### src/sv/srr_pkg.sv
// ----------------------------------------------------------------------------
// srr_pkg: shared types for the selective-repeat receiver
// Controller states and the command and status groups that pass between the
// controller and the datapath.
// ----------------------------------------------------------------------------
package srr_pkg;

  typedef enum logic [1:0] {
    S_IDLE,
    S_ACK,
    S_DELIV
  } srr_state_t;

  // Commands from the controller to the datapath.
  typedef struct packed {
    logic accept;      // take the frame on the input channel this cycle
    logic emit_ack;    // load the acknowledgment into the output register
    logic emit_deliv;  // load the delivery at the window base, advance base
  } srr_cmd_t;

  // Status from the datapath to the controller.
  typedef struct packed {
    logic out_free;     // output register can take a result this cycle
    logic head_filled;  // slot at the window base holds a frame
    logic next_filled;  // slot after the window base holds a frame
  } srr_status_t;

endpackage

### src/sv/srr_ram.sv
// ----------------------------------------------------------------------------
// srr_ram: generic simple dual-port RAM
// One write port and one read port, read data registered (read-first).
// ----------------------------------------------------------------------------
module srr_ram #(
  parameter int WIDTH = 8,
  parameter int DEPTH = 8,
  parameter int ADDR_W = (DEPTH > 1) ? $clog2(DEPTH) : 1
) (
  input  logic              clk,
  input  logic              we,
  input  logic [ADDR_W-1:0] waddr,
  input  logic [WIDTH-1:0]  wdata,
  input  logic [ADDR_W-1:0] raddr,
  output logic [WIDTH-1:0]  rdata
);

  logic [WIDTH-1:0] mem [DEPTH];
  logic [WIDTH-1:0] rdata_r;

  always_ff @(posedge clk) begin
    if (we) begin
      mem[waddr] <= wdata;
    end
    rdata_r <= mem[raddr];
  end

  assign rdata = rdata_r;

endmodule

### src/sv/srr_ctrl.sv
// ----------------------------------------------------------------------------
// srr_ctrl: controller for the selective-repeat receiver
// Takes one frame, emits its acknowledgment, then walks the in-order
// deliveries until the slot after the base is empty.
// ----------------------------------------------------------------------------
module srr_ctrl
  import srr_pkg::*;
(
  input  logic        clk,
  input  logic        rst_n,
  input  logic        in_tvalid,
  output logic        in_tready,
  input  srr_status_t status,
  output srr_cmd_t    cmd
);

  srr_state_t state_r, state_nxt;

  always_ff @(posedge clk) begin
    if (!rst_n) begin
      state_r <= S_IDLE;
    end else begin
      state_r <= state_nxt;
    end
  end

  // Next state.
  always_comb begin
    state_nxt = state_r;
    case (state_r)
      S_IDLE: begin
        if (in_tvalid) state_nxt = S_ACK;
      end
      S_ACK: begin
        if (status.out_free) state_nxt = status.head_filled ? S_DELIV : S_IDLE;
      end
      S_DELIV: begin
        if (status.out_free) state_nxt = status.next_filled ? S_DELIV : S_IDLE;
      end
      default: state_nxt = S_IDLE;
    endcase
  end

  // Outputs.
  always_comb begin
    in_tready      = 1'b0;
    cmd.accept     = 1'b0;
    cmd.emit_ack   = 1'b0;
    cmd.emit_deliv = 1'b0;
    case (state_r)
      S_IDLE: begin
        in_tready  = 1'b1;
        cmd.accept = in_tvalid;
      end
      S_ACK: begin
        cmd.emit_ack = status.out_free;
      end
      S_DELIV: begin
        cmd.emit_deliv = status.out_free;
      end
      default: begin
        in_tready = 1'b0;
      end
    endcase
  end

endmodule

### src/sv/srr_dp.sv
// ----------------------------------------------------------------------------
// srr_dp: datapath for the selective-repeat receiver
// Window base, slot valid bits, slot byte RAM and the output register.
// ----------------------------------------------------------------------------
module srr_dp
  import srr_pkg::*;
#(
  parameter int WINDOW = 4
) (
  input  logic        clk,
  input  logic        rst_n,
  input  logic [2:0]  frame_seq,
  input  logic [7:0]  frame_byte,
  input  srr_cmd_t    cmd,
  output srr_status_t status,
  input  logic        out_ready,
  output logic        out_valid,
  output logic        out_kind,
  output logic [2:0]  out_seq,
  output logic [7:0]  out_byte,
  output logic        out_last
);

  localparam int SEQ_SPACE = 2 * WINDOW;
  localparam int SEQ_W = $clog2(SEQ_SPACE);
  // Wide enough for a raw 3-bit number, any slot number and the space itself.
  localparam int RED_W = ((SEQ_W > 3) ? SEQ_W : 3) + 1;

  logic [SEQ_W-1:0]     base_r, base_inc, seq_red, seq_r, rd_addr;
  logic [SEQ_SPACE-1:0] filled_r;
  logic [RED_W-1:0]     seq_tmp, seq_ext, base_ext;
  logic [SEQ_W:0]       diff, offset;
  logic                 in_win, store;
  logic [7:0]           slot_rdata;

  logic       out_valid_r, out_kind_r, out_last_r;
  logic [2:0] out_seq_r;
  logic [7:0] out_byte_r;

  // Fold the arriving number into the sequence space: at most four
  // subtractions cover the smallest space.
  always_comb begin
    seq_tmp = RED_W'(frame_seq);
    for (int k = 0; k < 4; k++) begin
      if (seq_tmp >= RED_W'(SEQ_SPACE)) seq_tmp = seq_tmp - RED_W'(SEQ_SPACE);
    end
    seq_red = seq_tmp[SEQ_W-1:0];
  end

  // Distance from the base, taken around the sequence space.
  assign diff   = {1'b0, seq_red} - {1'b0, base_r};
  assign offset = diff[SEQ_W] ? diff + (SEQ_W+1)'(SEQ_SPACE) : diff;
  assign in_win = offset < (SEQ_W+1)'(WINDOW);
  assign store  = cmd.accept && in_win && !filled_r[seq_red];

  assign base_inc = (base_r == SEQ_W'(SEQ_SPACE - 1)) ? '0 : base_r + 1'b1;

  // The RAM reads the base continuously; when the base advances, the read
  // follows it so the byte at the new base is ready in the next cycle.
  assign rd_addr = cmd.emit_deliv ? base_inc : base_r;

  srr_ram #(
    .WIDTH(8),
    .DEPTH(SEQ_SPACE)
  ) u_slot_ram (
    .clk  (clk),
    .we   (store),
    .waddr(seq_red),
    .wdata(frame_byte),
    .raddr(rd_addr),
    .rdata(slot_rdata)
  );

  always_ff @(posedge clk) begin
    if (!rst_n) begin
      base_r   <= '0;
      filled_r <= '0;
    end else begin
      if (store) filled_r[seq_red] <= 1'b1;
      if (cmd.emit_deliv) begin
        filled_r[base_r] <= 1'b0;
        base_r           <= base_inc;
      end
    end
  end

  always_ff @(posedge clk) begin
    if (cmd.accept) seq_r <= seq_red;
  end

  assign seq_ext  = RED_W'(seq_r);
  assign base_ext = RED_W'(base_r);

  // Output register.
  always_ff @(posedge clk) begin
    if (!rst_n) begin
      out_valid_r <= 1'b0;
    end else if (cmd.emit_ack || cmd.emit_deliv) begin
      out_valid_r <= 1'b1;
    end else if (out_ready) begin
      out_valid_r <= 1'b0;
    end
  end

  always_ff @(posedge clk) begin
    if (cmd.emit_ack) begin
      out_kind_r <= 1'b0;
      out_seq_r  <= seq_ext[2:0];
      out_byte_r <= '0;
      out_last_r <= !filled_r[base_r];
    end else if (cmd.emit_deliv) begin
      out_kind_r <= 1'b1;
      out_seq_r  <= base_ext[2:0];
      out_byte_r <= slot_rdata;
      out_last_r <= !filled_r[base_inc];
    end
  end

  assign status.out_free    = !out_valid_r || out_ready;
  assign status.head_filled = filled_r[base_r];
  assign status.next_filled = filled_r[base_inc];

  assign out_valid = out_valid_r;
  assign out_kind  = out_kind_r;
  assign out_seq   = out_seq_r;
  assign out_byte  = out_byte_r;
  assign out_last  = out_last_r;

endmodule

### src/sv/selective_repeat_receiver.sv
// ----------------------------------------------------------------------------
// selective_repeat_receiver: receiver side of selective-repeat ARQ
// Stores frames that fall in the receive window, acknowledges every frame and
// delivers the bytes upward in sequence order.
// ----------------------------------------------------------------------------
// Each request on the input channel is one arriving frame. The sequence
// number is first folded into the space of 2*WINDOW numbers. A frame whose
// distance from the window base is below WINDOW is stored in its slot unless
// that slot already holds a frame, in which case the new byte is dropped; any
// other frame is a repeat from the previous window and is not stored. Every
// frame gives one acknowledgment (tuser low), followed by one delivery
// (tuser high) for each consecutive filled slot starting at the window base,
// each of which frees its slot and moves the base on by one. The last result
// caused by a frame carries tlast. The controller accepts a frame in S_IDLE,
// storing it if due, sends its acknowledgment in S_ACK and then one delivered
// byte per visit to S_DELIV, the last two states waiting while the output
// register cannot take a result, since all results pass through a single
// output register and the slot bytes come from a RAM with one registered
// read port. The input is not ready while a frame's results are still being
// sent, but a finished result may wait in the output register while the next
// frame is accepted. Slot valid bits are flip-flops cleared by reset, so no
// clearing pass is needed and the block is ready right after reset.
// ----------------------------------------------------------------------------
module selective_repeat_receiver
  import srr_pkg::*;
#(
  parameter int WINDOW = 4  // receive window size, 1 to 32
) (
  input  logic        clk,
  input  logic        rst_n,

  // Arriving frames.
  input  logic        in_tvalid,
  output logic        in_tready,
  input  logic [15:0] in_tdata,   // [2:0] frame_seq, [10:3] frame_byte, rest zero

  // Acknowledgments and deliveries.
  output logic        out_tvalid,
  input  logic        out_tready,
  output logic [15:0] out_tdata,  // [2:0] seq_field, [10:3] byte_out, rest zero
  output logic        out_tuser,  // [0] kind: 0 acknowledgment, 1 delivery
  output logic        out_tlast   // final result caused by this frame
);

  srr_cmd_t    cmd;
  srr_status_t status;
  logic [2:0]  out_seq;
  logic [7:0]  out_byte;

  srr_ctrl u_ctrl (
    .clk      (clk),
    .rst_n    (rst_n),
    .in_tvalid(in_tvalid),
    .in_tready(in_tready),
    .status   (status),
    .cmd      (cmd)
  );

  srr_dp #(
    .WINDOW(WINDOW)
  ) u_dp (
    .clk       (clk),
    .rst_n     (rst_n),
    .frame_seq (in_tdata[2:0]),
    .frame_byte(in_tdata[10:3]),
    .cmd       (cmd),
    .status    (status),
    .out_ready (out_tready),
    .out_valid (out_tvalid),
    .out_kind  (out_tuser),
    .out_seq   (out_seq),
    .out_byte  (out_byte),
    .out_last  (out_tlast)
  );

  assign out_tdata = {5'b0, out_byte, out_seq};

endmodule
### config.mk
export PLATFORM = sky130hd
export DESIGN_NAME = selective_repeat_receiver
export DESIGN_NICKNAME = d
export VERILOG_FILES = /design/src/sv/srr_pkg.sv /design/src/sv/srr_ram.sv /design/src/sv/srr_ctrl.sv /design/src/sv/srr_dp.sv /design/src/sv/selective_repeat_receiver.sv
export SDC_FILE = /design/constraint.sdc
export NUM_CORES = 1
export LEC_CHECK = 0
export BUFFER_PORTS_ARGS = -buffer_cell sky130_fd_sc_hd__buf_2
export CELL_PAD_IN_SITES_DETAIL_PLACEMENT = 1
export CELL_PAD_IN_SITES_GLOBAL_PLACEMENT = 1
export CORE_ASPECT_RATIO = 0.6
export CORE_MARGIN = 3
export CORE_UTILIZATION = 25
export CTS_CLUSTER_DIAMETER = 40
export DETAILED_ROUTE_END_ITERATION = 7
export PLACE_DENSITY = 0.48
export SYNTH_ARGS = -nofsm -noshare
export SYNTH_HDL_FRONTEND = slang
export SYNTH_HIERARCHICAL = 1
export SYNTH_SLANG_ARGS = --single-unit
export TNS_END_PERCENT = 100
### constraint.sdc
create_clock -name clk -period 3.35 [get_ports clk]
set_input_delay 0.67 -clock clk [delete_from_list [all_inputs] [get_ports clk]]
set_output_delay 0.67 -clock clk [all_outputs]
set_load 0.005 [all_outputs]
==> results of run 1 <==
## power breakdown
| group | internal, µW | leakage [µW] | switching (µW) | total, µW |
|---|---|---|---|---|
| registers | 1360 | 0.000895 | 7.79 | 1370 |
| clock network | 529 | 0.000144 | 494 | 1020 |
| logic | 35.4 | 0.000678 | 61.4 | 96.8 |
| total | 1930 | 0.00172 | 563 | 2490 |
## path summary, 6_finish.rpt
path	startpoint	endpoint
worst min-delay path	u_dp/out_kind	u_dp/out_kind
worst min register to register	u_dp/out_kind	u_dp/out_kind
worst max register to register	u_dp/base_r[1]	u_dp/u_slot_ram/mem[0][0]
worst max-delay path	u_dp/base_r[1]	u_dp/u_slot_ram/mem[0][0]
## synth_stat cells (2+ instances only)
master / n
nand3_1: 3
o22ai_1: 2
nor3b_1: 3
buf_4: 5
mux4_2: 3
nand2_1: 11
o211ai_1: 5
and2_1: 5
nand2b_1: 7
clkbuf_1: 8
ha_1: 3
mux4_1: 17
o2111ai_1: 5
o31ai_1: 2
and3b_1: 2
edfxtp_1: 71
buf_2: 4
nor3_1: 2
o21ai_0: 8
buf_6: 2
inv_1: 5
mux2i_1: 9
nor2_1: 19
dfxtp_1: 31
buf_1: 2
nor2b_1: 4
mux2_2: 15
## stage by stage
| step | std cells | hold WS, ns |
|---|---|---|
| final | 541 | 0.468 |
| after global routing | 541 | 0.508 |
| after CTS | 541 | 0.477 |
| after detailed placement | 525 | 0.459 |
| after global placement | 525 | 0.440 |
| after floorplan | 276 | 0.429 |
## cell families after synthesis
group | Yosys count | synth area share (%)
adders and majority gates | 3 | 0.872
AOI/OAI and AO/OA | 30 | 4.85
muxes | 46 | 18.8
DFF | 102 | 63.9
xor gates and xnor gates | 2 | 0.407
buffers and inverters | 27 | 3.63
and+or+nand+nor | 61 | 7.41
other | 1 | 0.0871
## cell type report
class | count | area (µm²) | area share (%)
clock buffers | 9 | 225 | 4.49
flip-flops and latches | 102 | 2750 | 54.9
clock inverters | 7 | 72.6 | 1.45
multi-input cells | 147 | 1410 | 28.2
well taps | 228 | 285 | 5.69
inverters | 5 | 18.8 | 0.374
repair buffers | 43 | 250 | 4.99
## per-layer routing
metal	wire (µm)	up-vias	global-route usage, %
met5	0	-	0
met4	72	0	2.54
met3	469	6	3.14
met2	3680	46	14.1
met1	5340	1187	16.5
li1	-	1121	-
## flip-flops by register name, summed over array words and instances (netlist names)
register,flops
u_dp/u_slot_ram/rdata,8
u_dp/out_kind,1
u_dp/filled_r,8
u_dp/seq_r,3
u_ctrl/state_r,2
u_dp/out_valid,1
u_dp/out_last,1
u_dp/out_byte,8
u_dp/base_r,3
u_dp/u_slot_ram/mem,64
u_dp/out_seq,3
## tightest hold or removal path, delay by kind of cell (launching register included)
family           cells  cell delay (ns)
AND/OR/NAND/NOR      2             0.11
flip-flops           1             0.33
## cells in the final DEF, fill, tap and decap left out, types with 2 or more instances in the layout
cell | Yosys | layout
and2_1 | 5 | 5
and3b_1 | 2 | 2
buf_2 | 4 | 29
buf_4 | 5 | 14
clkbuf_16 | 0 | 9
conb_1 | 1 | 5
dfxtp_1 | 31 | 31
edfxtp_1 | 71 | 71
ha_1 | 3 | 3
inv_1 | 5 | 5
inv_6 | 0 | 3
inv_8 | 0 | 2
mux2_2 | 15 | 15
mux2i_1 | 9 | 9
mux4_1 | 17 | 17
mux4_2 | 3 | 3
nand2_1 | 11 | 11
nand2b_1 | 7 | 7
nand3_1 | 3 | 3
nor2_1 | 19 | 19
nor2b_1 | 4 | 4
nor3_1 | 2 | 2
nor3b_1 | 3 | 3
o2111ai_1 | 5 | 5
o211ai_1 | 5 | 5
o21ai_0 | 8 | 8
o22ai_1 | 2 | 2
o31ai_1 | 2 | 2
==> flow_metrics.env, run 1 <==
export IMPL_ys_async_sr_fraction_pct=0
export IMPL_cts_made_buffers=9
export IMPL_crit_family="simple AND/OR/NAND/NOR gates"
export IMPL_post_route_util_pct=30.4
export IMPL_clk_pin_slew_ns=0.07
export IMPL_die_y_um=108
export IMPL_post_place_ws_ns=0.468
export IMPL_hold_buffers=0
export IMPL_cp_arrival_ns=2.73
export IMPL_grt_pass1_vias=2422
export IMPL_cts_tree="built"
export IMPL_hold_path_depth=2
export IMPL_critPathBufInv=2
export IMPL_antenna_found_initial=0
export IMPL_synth_ff_type="edfxtp_1"
export IMPL_fillers=1738
export IMPL_worstPathMaxFanout=8
export IMPL_grt_pass1_wl_mm=14.7
export IMPL_placed_area_um2=4720
export IMPL_slew_headroom_pct=55.6
export IMPL_clock_skew_ns=0.0112
export IMPL_synth_edf_count=71
export IMPL_drt_iter0_drc=113
export IMPL_synthTopCellsByArea="edfxtp_1 50%, dfxtp_1 14%, mux4_1 10%"
export IMPL_antenna_cells=0
export IMPL_critPathMaxStageDelay_ns=0.59
export IMPL_start_util_pct=26.1
export IMPL_slowest_stage="dfxtp_1"
export IMPL_grt_max_degree=21
export IMPL_period_share_pct=80.2
export IMPL_htree_num_levels=3
export IMPL_fp_coreArea_um2=16500
export IMPL_r2r_slack_ns=0.66
export IMPL_firstDrtPassIters=4
export IMPL_rsz0062_at_grt="no"
export IMPL_startpoint_type="register"
export IMPL_drive_gt1_share_pct=25.9
export IMPL_synth_area_leader_cell="edfxtp_1"
export IMPL_viasPerCell=4.36
export IMPL_netlist_cell_type_count=46
export IMPL_worstPathCellList="inv_1 -> ha_1 -> a21oi_1 -> xnor2_1 -> nand4_1 -> nor2b_1 -> nand2b_1 -> nor3_1 -> buf_4"
export IMPL_cp_depth=9
export IMPL_timing_final_ws_setup_ns=0.665
export IMPL_grt_overflow=0
export IMPL_ys_warn_count=6
export IMPL_syn_area_per_cell_um2=15.8
export IMPL_rows=36
export IMPL_place_congestion=0.760
export IMPL_design_area_um2=5020
export IMPL_synth_top_area_share_pct=49.5
export IMPL_synthCells=272
export IMPL_grt_util_all_layers_pct=10.6
export IMPL_ir_worst_vdd_mv=0.271
export IMPL_cts_resized=0
export IMPL_p_leak_uw=0.00172
export IMPL_port_buffers=29
export IMPL_fin_nets=331
export IMPL_antenna_left=0
export IMPL_routed_wirelength_mm=9.56
export IMPL_clock_fmax_ghz=0.372
export IMPL_die_w_um=175
export IMPL_synth_area_um2=4310
export IMPL_io_pins=40
export IMPL_cts_setup_buffers=0
export IMPL_period_needed_ns=2.69
export IMPL_worstMarginPinSlew_ns=0.666
export IMPL_setup_tns_ns=0
export IMPL_status="complete, no violations"
export IMPL_cts_sinks=102
export IMPL_vias=2360
export IMPL_powerDensity_nw_per_um2=497
export IMPL_ys_seq_area_share_pct=63.9
export IMPL_setup_violations=0
export IMPL_critPathRequiredTime_ns=3.40
export IMPL_clk_insertion_delay_late_ns=0.35
export IMPL_dieArea_um2=18900
export IMPL_post_drt_wl_per_cell_um=17.7
export IMPL_area_growth_syn_to_layout_pct=16.5
export IMPL_power_uw=2490
export IMPL_ctsLongestPathBuffers=2
export IMPL_ys_seq_elements=102
export IMPL_hold_viol=0
export IMPL_min_path_type="reg -> reg"
export IMPL_crit_path_end_kind="register"
export IMPL_cap_violations=0
export IMPL_drc_errors=0
export IMPL_cts_root_buf="clkbuf_16"
export IMPL_crit_type="reg -> reg"
export IMPL_place_hpwl_mm=6.74
export IMPL_r2r_cells=9
export IMPL_slew_violations=0
Note: power is estimated with default switching activity, not from simulation.
==> run 2, diff against run 1 <==
- ABC_AREA: not set -> 1
- PLACE_DENSITY: 0.48 -> 0.53
- clock period: 3.35 -> 2.4 ns (I/O delays scaled with it)
==> run 2 against run 1 <==
Maximum frequency rose by 27%. Cell count is 51% higher. Core utilization is 0.48 points lower. Flip-flop and latch count unchanged.
==> flow_metrics.env, run 2 <==
export IMPL_status="complete, no violations"
export IMPL_instances_no_fill=815
export IMPL_layout_commonest_cell="nand2_1"
export IMPL_period_needed_ns=2.11
export IMPL_synthCells=532
export IMPL_p_comb_share_pct=4.4
export IMPL_ys_seq_area_share_pct=58.5
export IMPL_fillers=2165
export IMPL_place_congestion=0.762
export IMPL_p_leak_uw=0.00243
export IMPL_powerDensity_nw_per_um2=673
export IMPL_vias=3447
export IMPL_setup_tns_ns=0
export IMPL_hold_buffers=0
export IMPL_fin_nets=593
export IMPL_hold_viol=0
export IMPL_cts_sinks=102
export IMPL_die_y_um=112
export IMPL_critPathRequiredTime_ns=2.63
export IMPL_synthTopCellsByArea="edfxtp_1 45%, dfxtp_1 13%, nand2_1 12%"
export IMPL_netlist_cell_type_count=29
export IMPL_antenna_cells=0
export IMPL_clock_fmax_ghz=0.474
export IMPL_synth_edf_count=71
export IMPL_internal_power_uw=2880
export IMPL_grt_overflow=0
export IMPL_synth_compound_area_share_pct=5.40
export IMPL_crit_type="reg -> reg"
export IMPL_p_seq_share_pct=52.3
export IMPL_die_w_um=183
export IMPL_worstPathMaxFanout=16
export IMPL_clock_skew_ns=0.0131
export IMPL_ys_warn_count=6
export IMPL_start_util_pct=25.8
export IMPL_post_route_util_pct=29.9
export IMPL_p_clk_share_pct=43.4
export IMPL_critPathMaxStageDelay_ns=0.38
export IMPL_regMostFlops="u_dp/u_slot_ram/mem"
export IMPL_period_share_pct=88.0
export IMPL_dieArea_um2=20600
export IMPL_yosys_area_share_simple_pct=22.9
export IMPL_post_drt_wl_per_cell_um=15.3
export IMPL_clk_insertion_delay_late_ns=0.35
export IMPL_fp_coreArea_um2=18300
export IMPL_synth_adder_area_share_pct=0.798
export IMPL_grt_util_all_layers_pct=12.8
export IMPL_grt_pass1_vias=3613
export IMPL_slew_violations=0
export IMPL_ir_worst_vdd_mv=0.330
export IMPL_drive_gt1_share_pct=14.4
export IMPL_area_growth_syn_to_layout_pct=15.9
export IMPL_dp_cells=799
export IMPL_io_pins=40
export IMPL_viasPerCell=4.23
export IMPL_cts_tree="built"
export IMPL_min_path_type="in -> reg"
export IMPL_synth_area_leader_cell="edfxtp_1"
export IMPL_port_buffers=29
export IMPL_cts_root_buf="clkbuf_16"
export IMPL_cp_arrival_ns=2.34
export IMPL_synth_top_area_share_pct=45.3
export IMPL_largest_register_ffs=64
export IMPL_setup_violations=0
export IMPL_ys_seq_elements=102
export IMPL_routed_wirelength_mm=12.4
export IMPL_drt_iter0_drc=191
export IMPL_cts_made_buffers=9
export IMPL_timing_critical_path_mode_cell="nand2_1"
export IMPL_rows=38
export IMPL_place_hpwl_mm=9.18
export IMPL_drc_errors=0
export IMPL_p_sw_uw=791
export IMPL_ctsLongestPathBuffers=2
export IMPL_synth_area_um2=4710
export IMPL_startpoint_type="register"
export IMPL_slowest_stage="dfxtp_1"
export IMPL_ys_async_sr_fraction_pct=0
export IMPL_p_sw_share_pct=21.6
export IMPL_rsz0062_at_grt="no"
export IMPL_crit_path_end_kind="register"
export IMPL_synthTopCellsByCount="149 x nand2_1, 97 x inv_1, 71 x edfxtp_1"
export IMPL_worstPathCellList="ha_1 -> ha_1 -> nor2_2 -> nand2_1 -> o21ai_2 -> buf_4 -> nand2_1 -> nand3_1 -> nand2_1 -> nand2_1 -> nand2_1"
export IMPL_synth_xor_area_share_pct=0
export IMPL_htree_num_levels=3
export IMPL_cap_violations=0
export IMPL_grt_max_degree=33
export IMPL_clk_pin_slew_ns=0.07
export IMPL_grt_pass1_wl_mm=20.0
export IMPL_antenna_found_initial=0
export IMPL_layout_common_cells="149 x nand2_1, 96 x inv_1, 71 x edfxtp_1"
export IMPL_synth_area_mux_share_pct=0
export IMPL_firstDrtPassIters=4
export IMPL_synth_top_family_by_area="simple AND/OR/NAND/NOR gates"
export IMPL_syn_area_per_cell_um2=8.85
export IMPL_synth_ff_type="edfxtp_1"
export IMPL_synth_most_common_cell="nand2_1"
export IMPL_antenna_left=0
## run 2: timing repair
item,in CTS,in global routing
buffers inserted,0,0
endpoints found under the setup margin,0,72
gates resized for setup,0,4
## run 2: path summary, 6_finish.rpt
path / start / end / slack [ns] / depth (start not counted)
worst max-delay path: u_dp/base_r[0] / u_dp/u_slot_ram/rdata[1] / 0.29 / 11
worst min-delay path: in_tdata[5] / u_dp/u_slot_ram/mem[5][2] / 0.42 / 1
worst max register to register: u_dp/base_r[0] / u_dp/u_slot_ram/rdata[1] / 0.29 / 11
worst min register to register: u_dp/u_slot_ram/rdata[0] / u_dp/out_byte[0] / 0.47 / 2
## run 2: power by group through the flow
stage | Combinational, µW | Sequential [µW] | Clock, µW
2_1_floorplan | 93.3 | 1960 | 0
3_3_place_gp | 156 | 1960 | 0
3_5_place_dp | 161 | 1960 | 0
4_1_cts | 162 | 1920 | 1640
5_1_grt | 183 | 1920 | 1710
6_report | 161 | 1920 | 1590
## run 2: layer usage
metal / GRT usage [%] / up-vias / part of all wire (%)
met1: 19.8 / 1644 / 55
li1: - / 1751 / -
met5: 0 / - / 0
met3: 2.85 / 9 / 3.0
met2: 18.4 / 43 / 41
met4: 2.48 / 0 / 0.77
## run 2: critical path, delay by kind of cell, from the launching register on
kind	cells	cell delay, ns
AOI/OAI and AO/OA	1	0.14
buffers and inverters	1	0.29
DFF	1	0.38
adders and majority gates	2	0.42
and+or+nand+nor	7	0.77
## run 2: cell families after synthesis
kind of cell	Yosys count
AOI/OAI and AO/OA	48
buffers and inverters	126
adders and majority gates	3
and+or+nand+nor	252
DFF	102
other	1
## run 2: layout make-up
cell class / instances / area [µm²] / area share (%)
tap: 240 / 300 / 5.51
clock buffer: 10 / 229 / 4.20
multi-input combinational: 308 / 1400 / 25.7
clock inverter: 6 / 97.6 / 1.79
sequential: 102 / 2750 / 50.5
timing repair buffer: 46 / 273 / 5.00
inverter: 103 / 399 / 7.32
## run 2: metrics by stage
stage	setup slack, ns	cell area, µm²	total power (µW)	hold slack (ns)
after floorplan	0.263	4720	2050	0.431
after global placement	0.0691	5120	2110	0.441
after detailed placement	0.0332	5120	2120	0.461
after CTS	0.0195	5440	3720	0.408
after global routing	0.0497	5450	3810	0.415
final	0.289	5450	3670	0.418
==> run 3, diff against run 2 <==
- CTS_BUF_LIST: not set -> sky130_fd_sc_hd__clkbuf_4 sky130_fd_sc_hd__clkbuf_8 sky130_fd_sc_hd__clkbuf_16
==> run 3 against run 2 <==
Sequential power barely moved. Non-clock buffer count is the same. Clock power about the same. Die area unchanged. Register-to-register slack barely moved. Global-route usage unchanged. Combinational power is essentially flat. Flip-flop and latch count stayed put. Clock-buffer cell count stayed put. First-iteration DRC count grew 6.8%. Hold slack improved by 0.00084 ns.
==> flow_metrics.env, run 3 (synthesis gave the netlist of run 2 again) <==
export IMPL_status="complete, no violations"
export IMPL_worstPathCellList="inv_1 -> ha_1 -> nand2_1 -> nand2_1 -> nand2_1 -> nand2_2 -> nor4_2 -> nand2_1 -> nor2_1 -> buf_4"
export IMPL_port_buffers=29
export IMPL_crit_path_end_kind="register"
export IMPL_hold_viol=0
export IMPL_critPathRequiredTime_ns=2.44
export IMPL_power_uw=3680
export IMPL_cts_made_buffers=9
export IMPL_regMostFlops="u_dp/u_slot_ram/mem"
export IMPL_timing_final_ws_setup_ns=0.281
export IMPL_clk_insertion_delay_late_ns=0.35
export IMPL_min_to="u_dp/u_slot_ram/mem[4][3]"
export IMPL_period_needed_ns=2.12
export IMPL_dieArea_um2=20600
export IMPL_min_path_type="in -> reg"
export IMPL_setup_tns_ns=0
export IMPL_ir_worst_vdd_mv=0.329
export IMPL_worstReg2RegStart="u_dp/base_r[1]"
export IMPL_fp_coreArea_um2=18300
export IMPL_firstDrtPassIters=4
export IMPL_start_util_pct=25.8
export IMPL_cts_setup_buffers=0
export IMPL_period_share_pct=88.3
export IMPL_post_drt_wl_per_cell_um=15.2
export IMPL_antenna_found_initial=0
export IMPL_timing_critical_path_mode_cell="nand2_1"
export IMPL_largest_register_ffs=64
export IMPL_grt_pass1_wl_mm=20.0
export IMPL_worstPathMaxFanout=8
export IMPL_area_growth_syn_to_layout_pct=16.0
export IMPL_antenna_cells=0
export IMPL_clock_fmax_ghz=0.472
export IMPL_htree_num_levels=3
export IMPL_cts_tree="built"
export IMPL_cts_resized=0
export IMPL_dp_cells=799
export IMPL_powerDensity_nw_per_um2=674
export IMPL_grt_pass1_vias=3612
export IMPL_crit_type="reg -> reg"
export IMPL_drive_gt1_share_pct=14.6
export IMPL_r2r_cells=10
export IMPL_grt_util_all_layers_pct=12.8
export IMPL_grt_overflow=0
export IMPL_layout_commonest_cell="nand2_1"
export IMPL_io_pins=40
export IMPL_place_congestion=0.762
export IMPL_drt_iter0_drc=204
export IMPL_routed_wirelength_mm=12.4
export IMPL_layout_common_cells="149 x nand2_1, 96 x inv_1, 71 x edfxtp_1"
export IMPL_clk_pin_slew_ns=0.07
export IMPL_cap_violations=0
export IMPL_timing_rr_end="u_dp/u_slot_ram/mem[7][0]"
export IMPL_fin_nets=593
export IMPL_vias=3424
export IMPL_rsz0062_at_grt="no"
export IMPL_hold_buffers=0
export IMPL_antenna_left=0
export IMPL_ctsLongestPathBuffers=2
export IMPL_grt_max_degree=33
export IMPL_hold_path_depth=1
export IMPL_slowest_stage="dfxtp_2"
export IMPL_die_y_um=112
export IMPL_setup_violations=0
export IMPL_drc_errors=0
export IMPL_r2r_slack_ns=0.28
export IMPL_critPathMaxStageDelay_ns=0.40
export IMPL_startpoint_type="register"
export IMPL_die_w_um=183
export IMPL_instances_no_fill=815
export IMPL_clock_skew_ns=0.0128
export IMPL_viasPerCell=4.20
export IMPL_place_hpwl_mm=9.18
export IMPL_post_place_ws_ns=0.0332
export IMPL_slew_violations=0
export IMPL_cp_arrival_ns=2.16
export IMPL_rows=38
export IMPL_cts_sinks=102
export IMPL_hp_start="in_tdata[6]"
export IMPL_cts_root_buf="clkbuf_16"
export IMPL_p_leak_uw=0.00243
run 3: power by group:
part	internal [µW]	switching (µW)
clock network	935	666
registers	1910	10.1
logic	46.0	114
total	2890	790
run 3: worst max-delay path: cells and delay by family (launching register included):
kind                     cells  cell delay (ns)
AND/OR/NAND/NOR              7             0.79
flip-flops                   1             0.40
buffers and inverters        2             0.34
adder cells (fa/ha/maj)      1             0.28
run 3: worst max path at each step:
stage,start,end,slack (ns)
CTS,u_dp/base_r[1],u_dp/u_slot_ram/mem[4][5],0.02
global route,u_dp/base_r[0],u_dp/u_slot_ram/rdata[3],0.05
detailed placement,in_tdata[1],u_dp/u_slot_ram/mem[4][0],0.03
floorplan,in_tdata[1],u_dp/u_slot_ram/mem[1][0],0.26
global placement,in_tdata[1],u_dp/u_slot_ram/mem[5][0],0.07
finish,u_dp/base_r[1],u_dp/u_slot_ram/mem[7][0],0.28
run 3: cell type report:
type	instances	area, µm²
clock inverter	6	97.6
tap	240	300
clock buffer	10	233
timing repair buffer	46	273
multi-input combinational	308	1400
sequential	102	2750
inverter	103	399
fill	2162	12800
run 3: per-layer routing:
layer | GRT usage (%) | vias up | wire length, µm
met5 | 0 | - | 0
met2 | 18.4 | 44 | 5000
met1 | 19.8 | 1621 | 6750
met3 | 2.85 | 9 | 540
li1 | - | 1750 | -
met4 | 2.48 | 0 | 96
run 3: per-stage QoR:
stage               hold slack [ns]  utilization, %  cell area [µm²]
floorplan                     0.431               -             4720
global placement              0.441            28.0             5120
detailed placement            0.461            28.0             5120
CTS                           0.408            29.8             5450
global route                  0.415            29.9             5460
finish                        0.418            29.9             5460
